`src/hdl/assert_macros.svh`:
```
// Assertion helpers, clocked on i_clk and quiet while i_rst_n is low.
`ifndef ASSERT_MACROS_SVH
`define ASSERT_MACROS_SVH

// Same-cycle implication.
`define RTC_ASSERT_IMP(name, ante, cons, msg) \
    name: assert property (@(posedge i_clk) disable iff (!i_rst_n) (ante) |-> (cons)) \
        else $error(msg);

// Next-cycle implication.
`define RTC_ASSERT_NXT(name, ante, cons, msg) \
    name: assert property (@(posedge i_clk) disable iff (!i_rst_n) (ante) |=> (cons)) \
        else $error(msg);

`endif

```
`src/hdl/rtc_pkg.sv`:
```
package rtc_pkg;

    localparam int unsigned BINS_DEF          = 256;
    localparam int unsigned STEPS_DEF         = 1000;
    localparam int unsigned OPACITY_REF_STEPS = 500;

    localparam logic [31:0] Q16_ONE   = 32'd65536;
    localparam logic [63:0] Q31_ONE   = 64'd2147483648;
    localparam logic [15:0] RECIP_255 = 16'd32897;

    localparam logic CMD_LOAD = 1'b1;

    localparam int unsigned APB_AW = 4;

    localparam logic [1:0] REG_RANGE_MIN = 2'd0;
    localparam logic [1:0] REG_RANGE_MAX = 2'd1;
    localparam logic [1:0] REG_BIN_SCALE = 2'd2;

    localparam logic [31:0] RANGE_MIN_RST = 32'd655360;
    localparam logic [31:0] RANGE_MAX_RST = 32'd983040;
    localparam logic [31:0] BIN_SCALE_RST = 32'd3355443;

    typedef struct packed {
        logic [31:0] range_min;
        logic [31:0] range_max;
        logic [31:0] bin_scale;
    } t_cfg;

    typedef logic [255:0][16:0] t_op_rom;

    function automatic int unsigned gcd(input int unsigned a_in, input int unsigned b_in);
        int unsigned a;
        int unsigned b;
        a = a_in;
        b = b_in;
        while (a != b) begin
            if (a > b) begin
                a = a - b;
            end else begin
                b = b - a;
            end
        end
        return a;
    endfunction

    function automatic logic [63:0] mul_q31(input logic [63:0] a, input logic [63:0] b);
        return (a * b) >> 31;
    endfunction

    function automatic logic [63:0] pow_q31(input logic [63:0] base_in, input int unsigned e_in);
        logic [63:0] r;
        logic [63:0] b;
        int unsigned e;
        r = Q31_ONE;
        b = base_in;
        e = e_in;
        while (e != 0) begin
            if (e[0]) begin
                r = mul_q31(r, b);
            end
            b = mul_q31(b, b);
            e = e >> 1;
        end
        return r;
    endfunction

    // Step-corrected opacity: 1 - (1 - byte/255)^(p/q), Q1.16.
    function automatic t_op_rom build_op_rom(input int unsigned p, input int unsigned q);
        t_op_rom     rom;
        logic [63:0] x;
        logic [63:0] big;
        logic [31:0] lo;
        logic [31:0] hi;
        logic [31:0] mid;
        for (int k = 0; k < 256; k++) begin
            x   = (64'(255 - k) << 31) / 64'd255;
            big = pow_q31(x, p);
            lo  = 32'd0;
            hi  = Q16_ONE;
            if (big != 64'd0) begin
                while (lo < hi) begin
                    mid = (lo + hi + 32'd1) >> 1;
                    if (pow_q31(64'(mid) << 15, q) <= big) begin
                        lo = mid;
                    end else begin
                        hi = mid - 32'd1;
                    end
                end
            end
            rom[k] = 17'(Q16_ONE - lo);
        end
        return rom;
    endfunction

endpackage

```
`src/hdl/rtc_cfg_regs.sv`:
```
module rtc_cfg_regs (
    input  logic                        i_clk,
    input  logic                        i_rst_n,
    input  logic                        psel,
    input  logic                        penable,
    input  logic                        pwrite,
    input  logic [rtc_pkg::APB_AW-1:0]  paddr,
    input  logic [31:0]                 pwdata,
    output logic [31:0]                 prdata,
    output logic                        pready,
    output rtc_pkg::t_cfg               o_cfg
);

    rtc_pkg::t_cfg r_cfg;
    logic          wr_en;

    assign pready = 1'b1;
    assign wr_en  = psel && penable && pwrite;
    assign o_cfg  = r_cfg;

    always_ff @(posedge i_clk) begin
        if (!i_rst_n) begin
            r_cfg.range_min <= rtc_pkg::RANGE_MIN_RST;
            r_cfg.range_max <= rtc_pkg::RANGE_MAX_RST;
            r_cfg.bin_scale <= rtc_pkg::BIN_SCALE_RST;
        end else if (wr_en) begin
            case (paddr[3:2])
                rtc_pkg::REG_RANGE_MIN: r_cfg.range_min <= pwdata;
                rtc_pkg::REG_RANGE_MAX: r_cfg.range_max <= pwdata;
                rtc_pkg::REG_BIN_SCALE: r_cfg.bin_scale <= pwdata;
                default: ;
            endcase
        end
    end

    always_comb begin
        case (paddr[3:2])
            rtc_pkg::REG_RANGE_MIN: prdata = r_cfg.range_min;
            rtc_pkg::REG_RANGE_MAX: prdata = r_cfg.range_max;
            rtc_pkg::REG_BIN_SCALE: prdata = r_cfg.bin_scale;
            default:                prdata = 32'd0;
        endcase
    end

endmodule

```
`config.mk`:
```
export PLATFORM = sky130hd
export DESIGN_NAME = rtc_cfg_regs
export DESIGN_NICKNAME = d
export VERILOG_FILES = /design/src/hdl/assert_macros.svh /design/src/hdl/rtc_pkg.sv /design/src/hdl/rtc_cfg_regs.sv
export SDC_FILE = /design/constraint.sdc
export NUM_CORES = 1
export LEC_CHECK = 0
export BUFFER_PORTS_ARGS = -buffer_cell sky130_fd_sc_hd__buf_2
export CAP_MARGIN = 20
export CORE_UTILIZATION = 30
export CTS_CLUSTER_SIZE = 20
export DETAILED_ROUTE_END_ITERATION = 10
export GPL_TIMING_DRIVEN = 0
export PLACE_DENSITY_LB_ADDON = 0.15
export SETUP_SLACK_MARGIN = 0.2
export SLEW_MARGIN = 20
export SYNTH_ARGS = -nofsm -noshare
export SYNTH_HDL_FRONTEND = slang
export SYNTH_SLANG_ARGS = --single-unit
```
`constraint.sdc`:
```
create_clock -name i_clk -period 2.88 [get_ports i_clk]
set_input_delay 0.864 -clock i_clk [delete_from_list [all_inputs] [get_ports i_clk]]
set_output_delay 0.864 -clock i_clk [all_outputs]
set_load 0.05 [all_outputs]
```
Word-level counts from Yosys, hierarchy flattened
Cells that the tools add are included.

Logic and storage cells: 12. Register bits after elaboration: 96. Output and inout bits: 129.

Multiplexer cells: 1. Reductions and logical operators: 6. Eq/ne operators: 2.

Operators by type and width (count): 32-bit one-hot mux with 3 select lines (1); 2-bit AND reduction (3); 2-bit by 1-bit equality test with 1-bit output, second input constant (1); 2-bit equality test, second input constant (1); 1-bit logical AND (2); 2-bit zero test (1).

Depth between registers and ports, before layout
Depth after elaboration: 3. Mapped depth: 6. Depth with buffers taken out: 3.

Worst setup path after synthesis
OpenSTA, ideal clock, no wires.

Path type: input-to-output. Start point: input paddr[2] in the netlist's numbering. End point: output prdata[16]. Slack: -460 ps. Stages: 4. Data arrival time: 2476 ps. Buffers on the path: 2. Cells stage by stage: buf_4 buf_2 mux2i_1 o21ai_0.

Cells in the longest elaborated chain, start to end: 2. Elaborated cells between the ends (all ways): 4.

RTL lines: from (decl) (line rtc_cfg_regs.sv:7) `input logic [rtc_pkg::APB_AW-1:0] paddr,`; 2-bit equality test (tied with other cells) (line rtc_cfg_regs.sv:37) `case (paddr[3:2])`; 32-bit one-hot mux with 3 select lines * (line rtc_cfg_regs.sv:37); to (decl) (line rtc_cfg_regs.sv:9) `output logic [31:0] prdata,`.

Every way passes the cells marked *; elsewhere a longest branch is shown, timed or not.

Worst setup path in the final report
Start point: input paddr[3] in the netlist's numbering. End point: output prdata[4].

The elaborated chain is that of the path after synthesis.

==> results by group <==
Outcome
  – Status: finished clean

Detailed routing
  – Final WL: 14,640 µm
  – Routed len/inst: 17.41 µm
  – Pre-antenna DRT Iters: 4
  – Via density: 4.765
  – Drc violations: 0
  – Antenna Nets Post-Route: 0
  – Vias: 4,007
  – Initial drt markers: 138

Cells and area
  – Most frequent cells in the layout: nand2_1, buf_2, mux2i_1
  – Post-route design area: 0.006166 mm²
  – Post-route core utilization: 44.08%
  – # diodes: 0
  – Post-route insts no fill: 841
  – Area Overhead vs Synth: 42.06%
  – Multi-input gate area: around 0.0023 mm²
  – FILL cells: ~1,400
  – Commonest non-fill, non-tap cell in the layout: nand2_1
  – Storage element area: 0.001922 mm²
  – Final #Nets: about 700
  – Layout cell share with drive strength beyond 1: 37.22%
  – Max FFs per register: 96

Clocking
  – Htree depth: 3
  – Clk sinks: 96
  – CTS tree: done
  – Num CTS Buffers: 9
  – Postcts setup bufs: 0
  – Clk root buf: clkbuf_16
  – Clock latency on the worst-skew pair: 0.34 ns
  – CTS hold repair buffers: 0
  – Clock buffer depth: 2
  – Worst-path clk slew: 0.07 ns

Worst setup path
  – Crit path cell chain: buf_8, nor2b_4, buf_12, clkbuf_16, nand2_1, o21ai_2, buf_6
  – Crit Path Max Fanout: 10
  – Endpoint class of the critical path: output port
  – CP peak stage delay: 0.18 ns
  – Startpoint Class: primary input
  – CP arrival: 1.78 ns
  – Critical-path top delay cell: buf_6
  – Setup CP Type: primary input to output port
  – Required @ worst endpoint: 2.02 ns
  – R2R depth: 2

Die
  – Top Ports: 170
  – Initial Util: a little under a third
  – Die Height: 122.3 µm
  – Die area: 0.01495 mm²
  – Num rows: 43
  – Core ar.: around 0.014 mm²
  – Die W: 122.3 µm

Place
  – PortBufs: between 150 and 200
  – Routability congestion estimate: 0.7457
  – Placed cell areas: between 0.005 and 0.006 mm²
  – Dpl cells: 823
  – DP HPWL: 10,430 µm

Synth
  – Ys Warns: 0
  – Netlist cell types: 19
  – Cell count after synthesis: 480
  – Yosys reg bits: 96
  – Cell Area, Synth: between 0.004 and 0.005 mm²
  – Seq/Total Area, Yosys: approximately 44%
  – Synthesized area per cell: around 9 µm²
  – Post-Syn Nets: 521

STA
  – Final Hold Fails: 0
  – Clock Skews: 0 ns
  – Max Slew Vio Count: 0
  – Fmax: 377.9 MHz
  – Setup-failing EPs final: 0
  – RSZ-0062 raised after global routing: no
  – Final critical-path share of the clock period: 91.87%
  – Final TNS setup: 0 ns
  – Post-layout minimum cycle time: ~2.6 ns
  – Hold WS: 0.4729 ns
  – Max_slew headroom: 51.79%
  – Slew @ Worst Pin: 0.7232 ns

Global route
  – GRT Util Overall: between 10% and 20%
  – First-pass GRT wire length: 21,490 µm
  – Largest net degree at the start of global routing: 16
  – Grt total ovfl: 0
  – Vias in the first global route: 3,914
  – Antenna violations before repair: 0

Power
  – Pleak: 2.934 nW
  – Peak supply drop: 0.2525 mV
  – Cell Pwr Density: 485.6 mW/mm²

Worst hold path
  – Worst Hold Class: flip-flop to flip-flop
  – Hold-critical path depth: 2

Run
  – Max-Cap Viols: 0
## kinds of logic after synthesis
| kind of cell | share of synthesized area, % |
|---|---|
| muxes | 26.75 |
| AOI/OAI and AO/OA | 7.149 |
| and+or+nand+nor | 15.08 |
| DFF | 44.28 |
| other | 0.08640 |
| buffers and inverters | 6.659 |
## layout make-up
cell class | instances | area share (%)
timing repair buffer | 165 | 16.96
tap | 180 | 3.653
buffer | 41 | 5.438
clock inverter | 5 | 0.9334
sequential | 96 | 31.17
multi-input combinational | 331 | 37.34
clock buffer | 11 | 3.774
inverter | 12 | 0.7305
## worst paths after layout
| path | start | to | slack, ns |
|---|---|---|---|
| min reg2reg | o_cfg[94] | o_cfg[94] | 0.47 |
| max | paddr[3] | prdata[4] | 0.23 |
| min | o_cfg[94] | o_cfg[94] | 0.47 |
| max reg2reg | o_cfg[4] | o_cfg[4] | 2.18 |
## Yosys cell counts
| cell | number | area, µm² |
|---|---|---|
| buf_4 | 6 | 45.04 |
| nand2b_4 | 1 | 13.76 |
| nor2b_1 | 11 | 68.82 |
| conb_1 | 1 | 3.750 |
| o211ai_1 | 12 | 90.09 |
| o21ai_0 | 44 | 220.2 |
| clkbuf_1 | 20 | 75.07 |
| buf_12 | 2 | 40.04 |
| buf_2 | 10 | 50.05 |
| buf_6 | 3 | 33.78 |
| nand2_1 | 141 | 529.3 |
| nand3_2 | 1 | 10.01 |
| inv_1 | 12 | 45.04 |
| mux2i_1 | 116 | 1161 |
| nor3_2 | 1 | 10.01 |
| or2_1 | 1 | 6.260 |
| or3b_1 | 1 | 8.760 |
| nor3b_1 | 1 | 7.510 |
| dfxtp_1 | 96 | 1922 |
## report_power, final
group,leakage [nW],switching [W],internal (W)
Sequential,0.776,0.0000162,0.00135
Clock,0.132,0.000517,0.000673
Combinational,2.03,0.000297,0.000145
## critical path, delay by kind of cell
family	cells	cell delay [ns]
buffers and inverters	4	0.60
and+or+nand+nor	2	0.24
AOI/OAI and AO/OA	1	0.07
## layer usage
metal	up-vias	routed length, µm	GRT usage (%)
met2	127	7110	33.64
met1	1911	6446	24.47
li1	1959	-	-
met4	0	149	5.716
met3	10	935	3.392
met5	-	0	0
## repair_timing
action,in CTS,in global routing
setup endpoints to repair,32,30
gates cloned,0,2
gates resized for setup,77,20
## stage by stage
step	setup WS, ns	power [W]
floorplan	0.1160	0.001666
global placement	-0.2334	0.001782
detailed placement	-0.2534	0.001788
CTS	0.1860	0.002994
global route	0.2067	0.003091
finish	0.2341	0.002994
Power figures use the tool's default switching activity.
